===== config.mk =====
export PLATFORM = sky130hd
export DESIGN_NAME = voi_queue
export DESIGN_NICKNAME = d
export VERILOG_FILES = /design/src/rtl/voi_pkg.sv /design/src/rtl/voi_queue.sv
export SDC_FILE = /design/constraint.sdc
export NUM_CORES = 1
export LEC_CHECK = 0
export BUFFER_PORTS_ARGS = -buffer_cell sky130_fd_sc_hd__buf_2
export CAP_MARGIN = 40
export CORE_UTILIZATION = 47
export DETAILED_ROUTE_END_ITERATION = 10
export PLACE_DENSITY = 0.84
export SYNTH_ARGS = -nofsm -noshare
export SYNTH_HDL_FRONTEND = slang
export SYNTH_SLANG_ARGS = --single-unit

===== constraint.sdc =====
create_clock -name clk -period 5 [get_ports clk]
set_input_delay 0.5 -clock clk [delete_from_list [all_inputs] [get_ports clk]]
set_output_delay 0.5 -clock clk [all_outputs]
set_load 0.05 [all_outputs]

===== src/rtl/voi_pkg.sv =====
// ---------------------------------------------------------------------------
// voi_pkg
// Shared constants, types and codes of the voxel occupancy inflation block.
// ---------------------------------------------------------------------------
package voi_pkg;

  localparam int GRID_X      = 256;
  localparam int GRID_Y      = 256;
  localparam int GRID_Z      = 32;
  localparam int MAX_INFLATE = 7;
  localparam int FRAC_BITS   = 8;

  localparam int POS_W  = 24;
  localparam int RNG_W  = 16;
  localparam int STEP_W = 3;
  localparam int RD_XW  = 8;
  localparam int RD_YW  = 8;
  localparam int RD_ZW  = 5;
  localparam int OUT_XW = 8;
  localparam int OUT_YW = 8;
  localparam int OUT_ZW = 5;
  localparam int CFG_IDX_W = 2;

  localparam int XW     = $clog2(GRID_X);
  localparam int YW     = $clog2(GRID_Y);
  localparam int ZW     = $clog2(GRID_Z);
  localparam int ADDR_W = XW + YW;
  localparam int IDX_W  = POS_W - FRAC_BITS;
  localparam int BOX_W  = IDX_W + 2;

  localparam logic [1:0] OP_ODOM  = 2'd0;
  localparam logic [1:0] OP_POINT = 2'd1;
  localparam logic [1:0] OP_READ  = 2'd2;

  typedef enum logic [CFG_IDX_W-1:0] {
    CFG_RANGE_X, CFG_RANGE_Y, CFG_RANGE_Z, CFG_INFLATE
  } cfg_reg_t;

  typedef enum logic [1:0] {CMD_ODOM, CMD_POINT, CMD_READ} cmd_kind_t;

  typedef struct packed {
    cmd_kind_t                kind;
    logic                     first;
    logic                     last;
    logic signed [POS_W-1:0]  px;
    logic signed [POS_W-1:0]  py;
    logic signed [POS_W-1:0]  pz;
    logic [RD_XW-1:0]         rx;
    logic [RD_YW-1:0]         ry;
    logic [RD_ZW-1:0]         rz;
    logic                     rd_in_map;
  } cmd_t;

  typedef struct packed {
    logic [RNG_W-1:0]  range_x;
    logic [RNG_W-1:0]  range_y;
    logic [RNG_W-1:0]  range_z;
    logic [STEP_W-1:0] inflate;
  } cfg_t;

  typedef struct packed {
    logic              kind;
    logic              occupied;
    logic              no_odom;
    logic [OUT_XW-1:0] box_min_x;
    logic [OUT_YW-1:0] box_min_y;
    logic [OUT_ZW-1:0] box_min_z;
    logic [OUT_XW-1:0] box_max_x;
    logic [OUT_YW-1:0] box_max_y;
    logic [OUT_ZW-1:0] box_max_z;
  } res_t;

  typedef struct packed {
    logic init_busy;
    logic pop;
  } back_stat_t;

endpackage


===== src/rtl/voi_queue.sv =====
// ---------------------------------------------------------------------------
// voi_queue
// Two-entry command queue between front and back.
// ---------------------------------------------------------------------------
module voi_queue (
  input  logic          clk,
  input  logic          rst_n,
  input  logic          push,
  input  voi_pkg::cmd_t din,
  output logic          full,
  input  logic          pop,
  output voi_pkg::cmd_t dout,
  output logic          empty
);
  import voi_pkg::*;

  cmd_t       mem_r [2];
  logic       wp_r, rp_r;
  logic [1:0] cnt_r;

  assign full  = (cnt_r == 2'd2);
  assign empty = (cnt_r == 2'd0);
  assign dout  = mem_r[rp_r];

  always_ff @(posedge clk) begin
    if (push) begin
      mem_r[wp_r] <= din;
    end
  end

  always_ff @(posedge clk) begin
    if (!rst_n) begin
      wp_r  <= 1'b0;
      rp_r  <= 1'b0;
      cnt_r <= 2'd0;
    end else begin
      if (push) begin
        wp_r <= !wp_r;
      end
      if (pop) begin
        rp_r <= !rp_r;
      end
      cnt_r <= cnt_r + {1'b0, push} - {1'b0, pop};
    end
  end

endmodule


---- Word-level counts from Yosys, hierarchy flattened ----
Memory sizes are Yosys's and may differ from the RTL's. A register that Yosys moved wholly into a read port is not among the register bits.
Index checks and enable logic that the tools add are counted.
storage, ports and cells
  bits in read-only memories .............. 0
  bits in latches ......................... 0
  register bits ........................... 4
  memories ................................ 1
  bits in writable memories ............... 196
  bits of input ports ..................... 102
memories
  name   words  bits a word  rd ports  clocked after memory_dff  write ports  line             text
  mem_r  2      98           1         1                         1            voi_queue.sv:17  cmd_t mem_r [2];
cells by class
  add/sub/neg operators ................... 2
  bitwise gates (word level) .............. 0
  shifts and indexed selects .............. 0
  magnitude comparators ................... 0
  multiply operators ...................... 0
  reduce and logical (&&, ||, !) cells .... 3
  div/mod/pow operators ................... 0
  muxes and demuxes ....................... 4
  equal/unequal tests ..................... 1
operator list
  operator            count
  $mux 1              4
  $add 2x1->2         1
  $eq 2x2->1 const B  1
  $logic_not 1->1     2
  $logic_not 2->1     1
  $sub 2x1->2         1

---- Depth between registers and ports, before layout ----
  depth after elaboration ................. 3
  gate-level depth with buffers ........... 6
  gate-level depth less buffers ........... 6

---- Worst setup path before layout ----
OpenSTA, ideal clock, no wires.
  kind .................................... input -> register
  from .................................... input port push
  to ...................................... memory mem_r[0][0] (netlist bit), enable pin
  library setup time ...................... 0.568 ns
  path slack .............................. -0.365 ns
  stages .................................. 1
  data arrival time ....................... 4.798 ns
  path through ............................ nor2b_1
between the ends
  longest elaborated chain between the ends .. 2
RTL lines
  item                          line             text
  start, declared               voi_queue.sv:8   input logic push,
  $mux 1                        voi_queue.sv:26  if (push) begin
  $mux 1 (implied by the code)  voi_queue.sv:27  mem_r[wp_r] <= din;
  end, declared                 voi_queue.sv:17
Every way passes these cells.

==> results by group <==
Outcome
  – Status: finished clean

Placement
  – GPL Wtd Cong: 0.6871
  – Dpl ws: 2576 ps
  – PortBufs: 201
  – HPWL after DPL: 8.610 mm
  – Placed Cells: 732

Job
  – Max-Cap Viols: 0

Drt
  – Via count: 3,772
  – Remaining antenna violation count: 0
  – Vias per Instance: 4.918
  – Highest routed layer: met4
  – Iteration-0 DRC Markers: 167
  – WL per Instance: 16.89 um
  – DRC viols: 0
  – Wire length on met1: 5.130 mm
  – Wire length on met3: 901 um
  – 1st-pass router iterations: 4
  – Met2 routed WL: 6.620 mm
  – Final wirelength: 12.95 mm

Clock tree
  – # clock sinks: 201
  – Clk Latency, worst-skew pair: 470 ps
  – Reg clk slew, reported paths: 60 ps
  – Cts repair resizes: 0
  – CTS tree: yes
  – Clk buf depth: 3
  – Root buffer cell: clkbuf_16
  – CTS hold repair buffers: 0
  – CTS buffer count: 21
  – H-Tree Depth: 1
  – # Post-CTS Setup Buffers: 0

Timing
  – Max-Slew Margin vs Limit: 54.55%
  – Unrepaired setup endpoints after global routing: false
  – Max Slew Vio Count: 0
  – TNS Setup: 0 ps
  – Worst clock skew: 7.082 ps
  – Final setup vio count: 0
  – Worst-margin pin slew: 681.8 ps
  – Final worst setup slack: 2144 ps
  – Final hold viol count: 0
  – Minimum clock period: 2856 ps
  – Hold Slack: 212.5 ps
  – Fmax: 0.3501 GHz
  – Fin crit share: 57.13%

Layout
  – P&R area growth vs syn: 25.37%
  – Finished Core Util: 60.55%
  – Post-Layout Cell Count: 767
  – Multi-input gate area: 1306 um^2
  – FILL cells: 1,104
  – Commonest non-fill, non-tap cells in the layout: buf_2 (201), edfxtp_1 (196), mux2_2 (78)
  – Nets: 648
  – Commonest non-fill, non-tap cell in the layout: buf_2
  – Layout cells sized above 1: 60.07%
  – Ant diodes: 0
  – Register area: 5989 um^2

Critical path
  – Cells along the critical path: buf_4 > mux2_2 > buf_2
  – CP Max Fanout: 43
  – R2R cell count: 3
  – Top delay family on crit path: flip-flops
  – Setup Crit Path Kind: reg2out
  – Crit end category: output port
  – Reg2Reg Setup Slack: 2920 ps
  – Crit Reg-Reg Endpoint: mem_r[0][4]
  – Slowest Stage Delay on Critical Path: 730 ps
  – Worst EP required: 4500 ps
  – Critical R2R Launch: wp_r
  – Crit path DAT: 2360 ps
  – CP Buf/Inv Count: 2
  – Crit start category: flip-flop
  – Crit path max-delay cell type: dfxtp_4

Die
  – Die area: 16,180 um^2
  – Core Area: 15,260 um^2
  – Die X: 127.2 um
  – Core Rows: 45
  – Die Y: 127.2 um
  – Initial Util: 48.30%
  – I/O pin cnt: 202

Synth
  – Syn Nets: 430
  – Post-Syn Area: 7370 um^2
  – Syn avg cell area: 22.61 um^2
  – Ys Warns: 0
  – Count of state elements after synthesis: 201
  – Cells after Synth: 326
  – Register area share after synthesis: 81.22%
  – Netlist cell types: 14

Worst hold path
  – Hold-critical path depth: 1
  – Worst Hold Class: in2reg
  – Hold path endpoint: mem_r[0][61]
  – HP Start: din[61]

GRT
  – Initial antenna violation count: 0
  – Largest net degree at the start of global routing: 51
  – First-pass GRT wire length: 19.15 mm
  – Vias in the first global route: 3,923
  – Total gr overflow: 0
  – Gr usage total: 15.30%

Pwr
  – Pwr/cell area: 437.3 nW/um^2
  – Pleak: 3.521 nW
  – Max rail drop VDD: 0.2950 mV
-- sequential cells by signal (all words and copies together) (netlist names), named ones only --
name	flops
wp_r	1
rp_r	1
cnt_r	2
mem_r	196
-- area by class of cell --
type                            instances  share of cell area [%]
Sequential cell                       201                   64.83
Multi-Input combinational cell        112                   14.14
Timing Repair Buffer                  206                   11.29
Clock buffer                           30                   6.270
Tap cell                              211                   2.858
Clock inverter                          5                  0.5282
Inverter                                2                 0.08126
-- logic make-up (layout without fill, tap and decap cells) --
group                    after synthesis  in the layout  share of synthesized area [%]
AO/OA/AOI/OAI                          1              1                         0.1019
XOR/XNOR                               2              2                         0.4244
adder cells (fa/ha/maj)                2              2                         0.3395
buffers and inverters                 13            243                          1.188
flip-flops                           201            201                          81.22
multiplexers                          98             98                          15.99
AND/OR/NAND/NOR                        9              9                         0.7299
-- worst max-delay path by stage --
stage	startpoint	to	slack (ps)	depth (start not counted)
finish	flip-flop	dout[1]	2140	3
global route	flip-flop	dout[1]	2040	3
CTS	flip-flop	dout[6]	2100	3
detailed placement	push	mem_r[0][37]	2580	4
global placement	push	mem_r[0][48]	2650	4
floorplan	push	mem_r[0][0]	1490	1
-- worst reg2reg max path: cells and delay by family (launching register included) --
kind | cells | cell delay [ps]
flops | 1 | 340
buf+inv | 2 | 1240
simple gates | 1 | 100
-- power breakdown --
| part | leakage (nW) | total (mW) | internal (mW) | switching [mW] |
|---|---|---|---|---|
| combinational | 1.33 | 0.641 | 0.194 | 0.448 |
| clock | 0.309 | 1.41 | 0.851 | 0.562 |
| sequential | 1.88 | 1.99 | 1.95 | 0.0360 |
-- layer usage --
layer | track usage, % | vias up
met2 | 27.21 | 151
li1 | - | 1728
met1 | 18.11 | 1865
met5 | 0 | -
met4 | 5.252 | 0
met3 | 3.853 | 28
-- stage by stage --
stage / power, mW / cell area [um^2]
finish: 4.040 / 9239
floorplan: 2.511 / 7372
detailed placement: 2.667 / 8611
CTS: 4.080 / 9239
global route: 4.171 / 9239
global placement: 2.646 / 8611
-- cell usage after synthesis --
cell      number  area share (%)
xor2_1         1            0.12
buf_2          7            0.48
xnor3_1        1            0.31
ha_1           2            0.34
nor2b_1        4            0.34
mux2_2        78              12
inv_1          2            0.10
nor2_1         1           0.051
mux2_4        20             4.1
and2_1         4            0.34
dfxtp_1        5             1.4
o21a_1         1            0.10
buf_6          4            0.61
edfxtp_1     196              80
(Power assumes the default switching activity.)
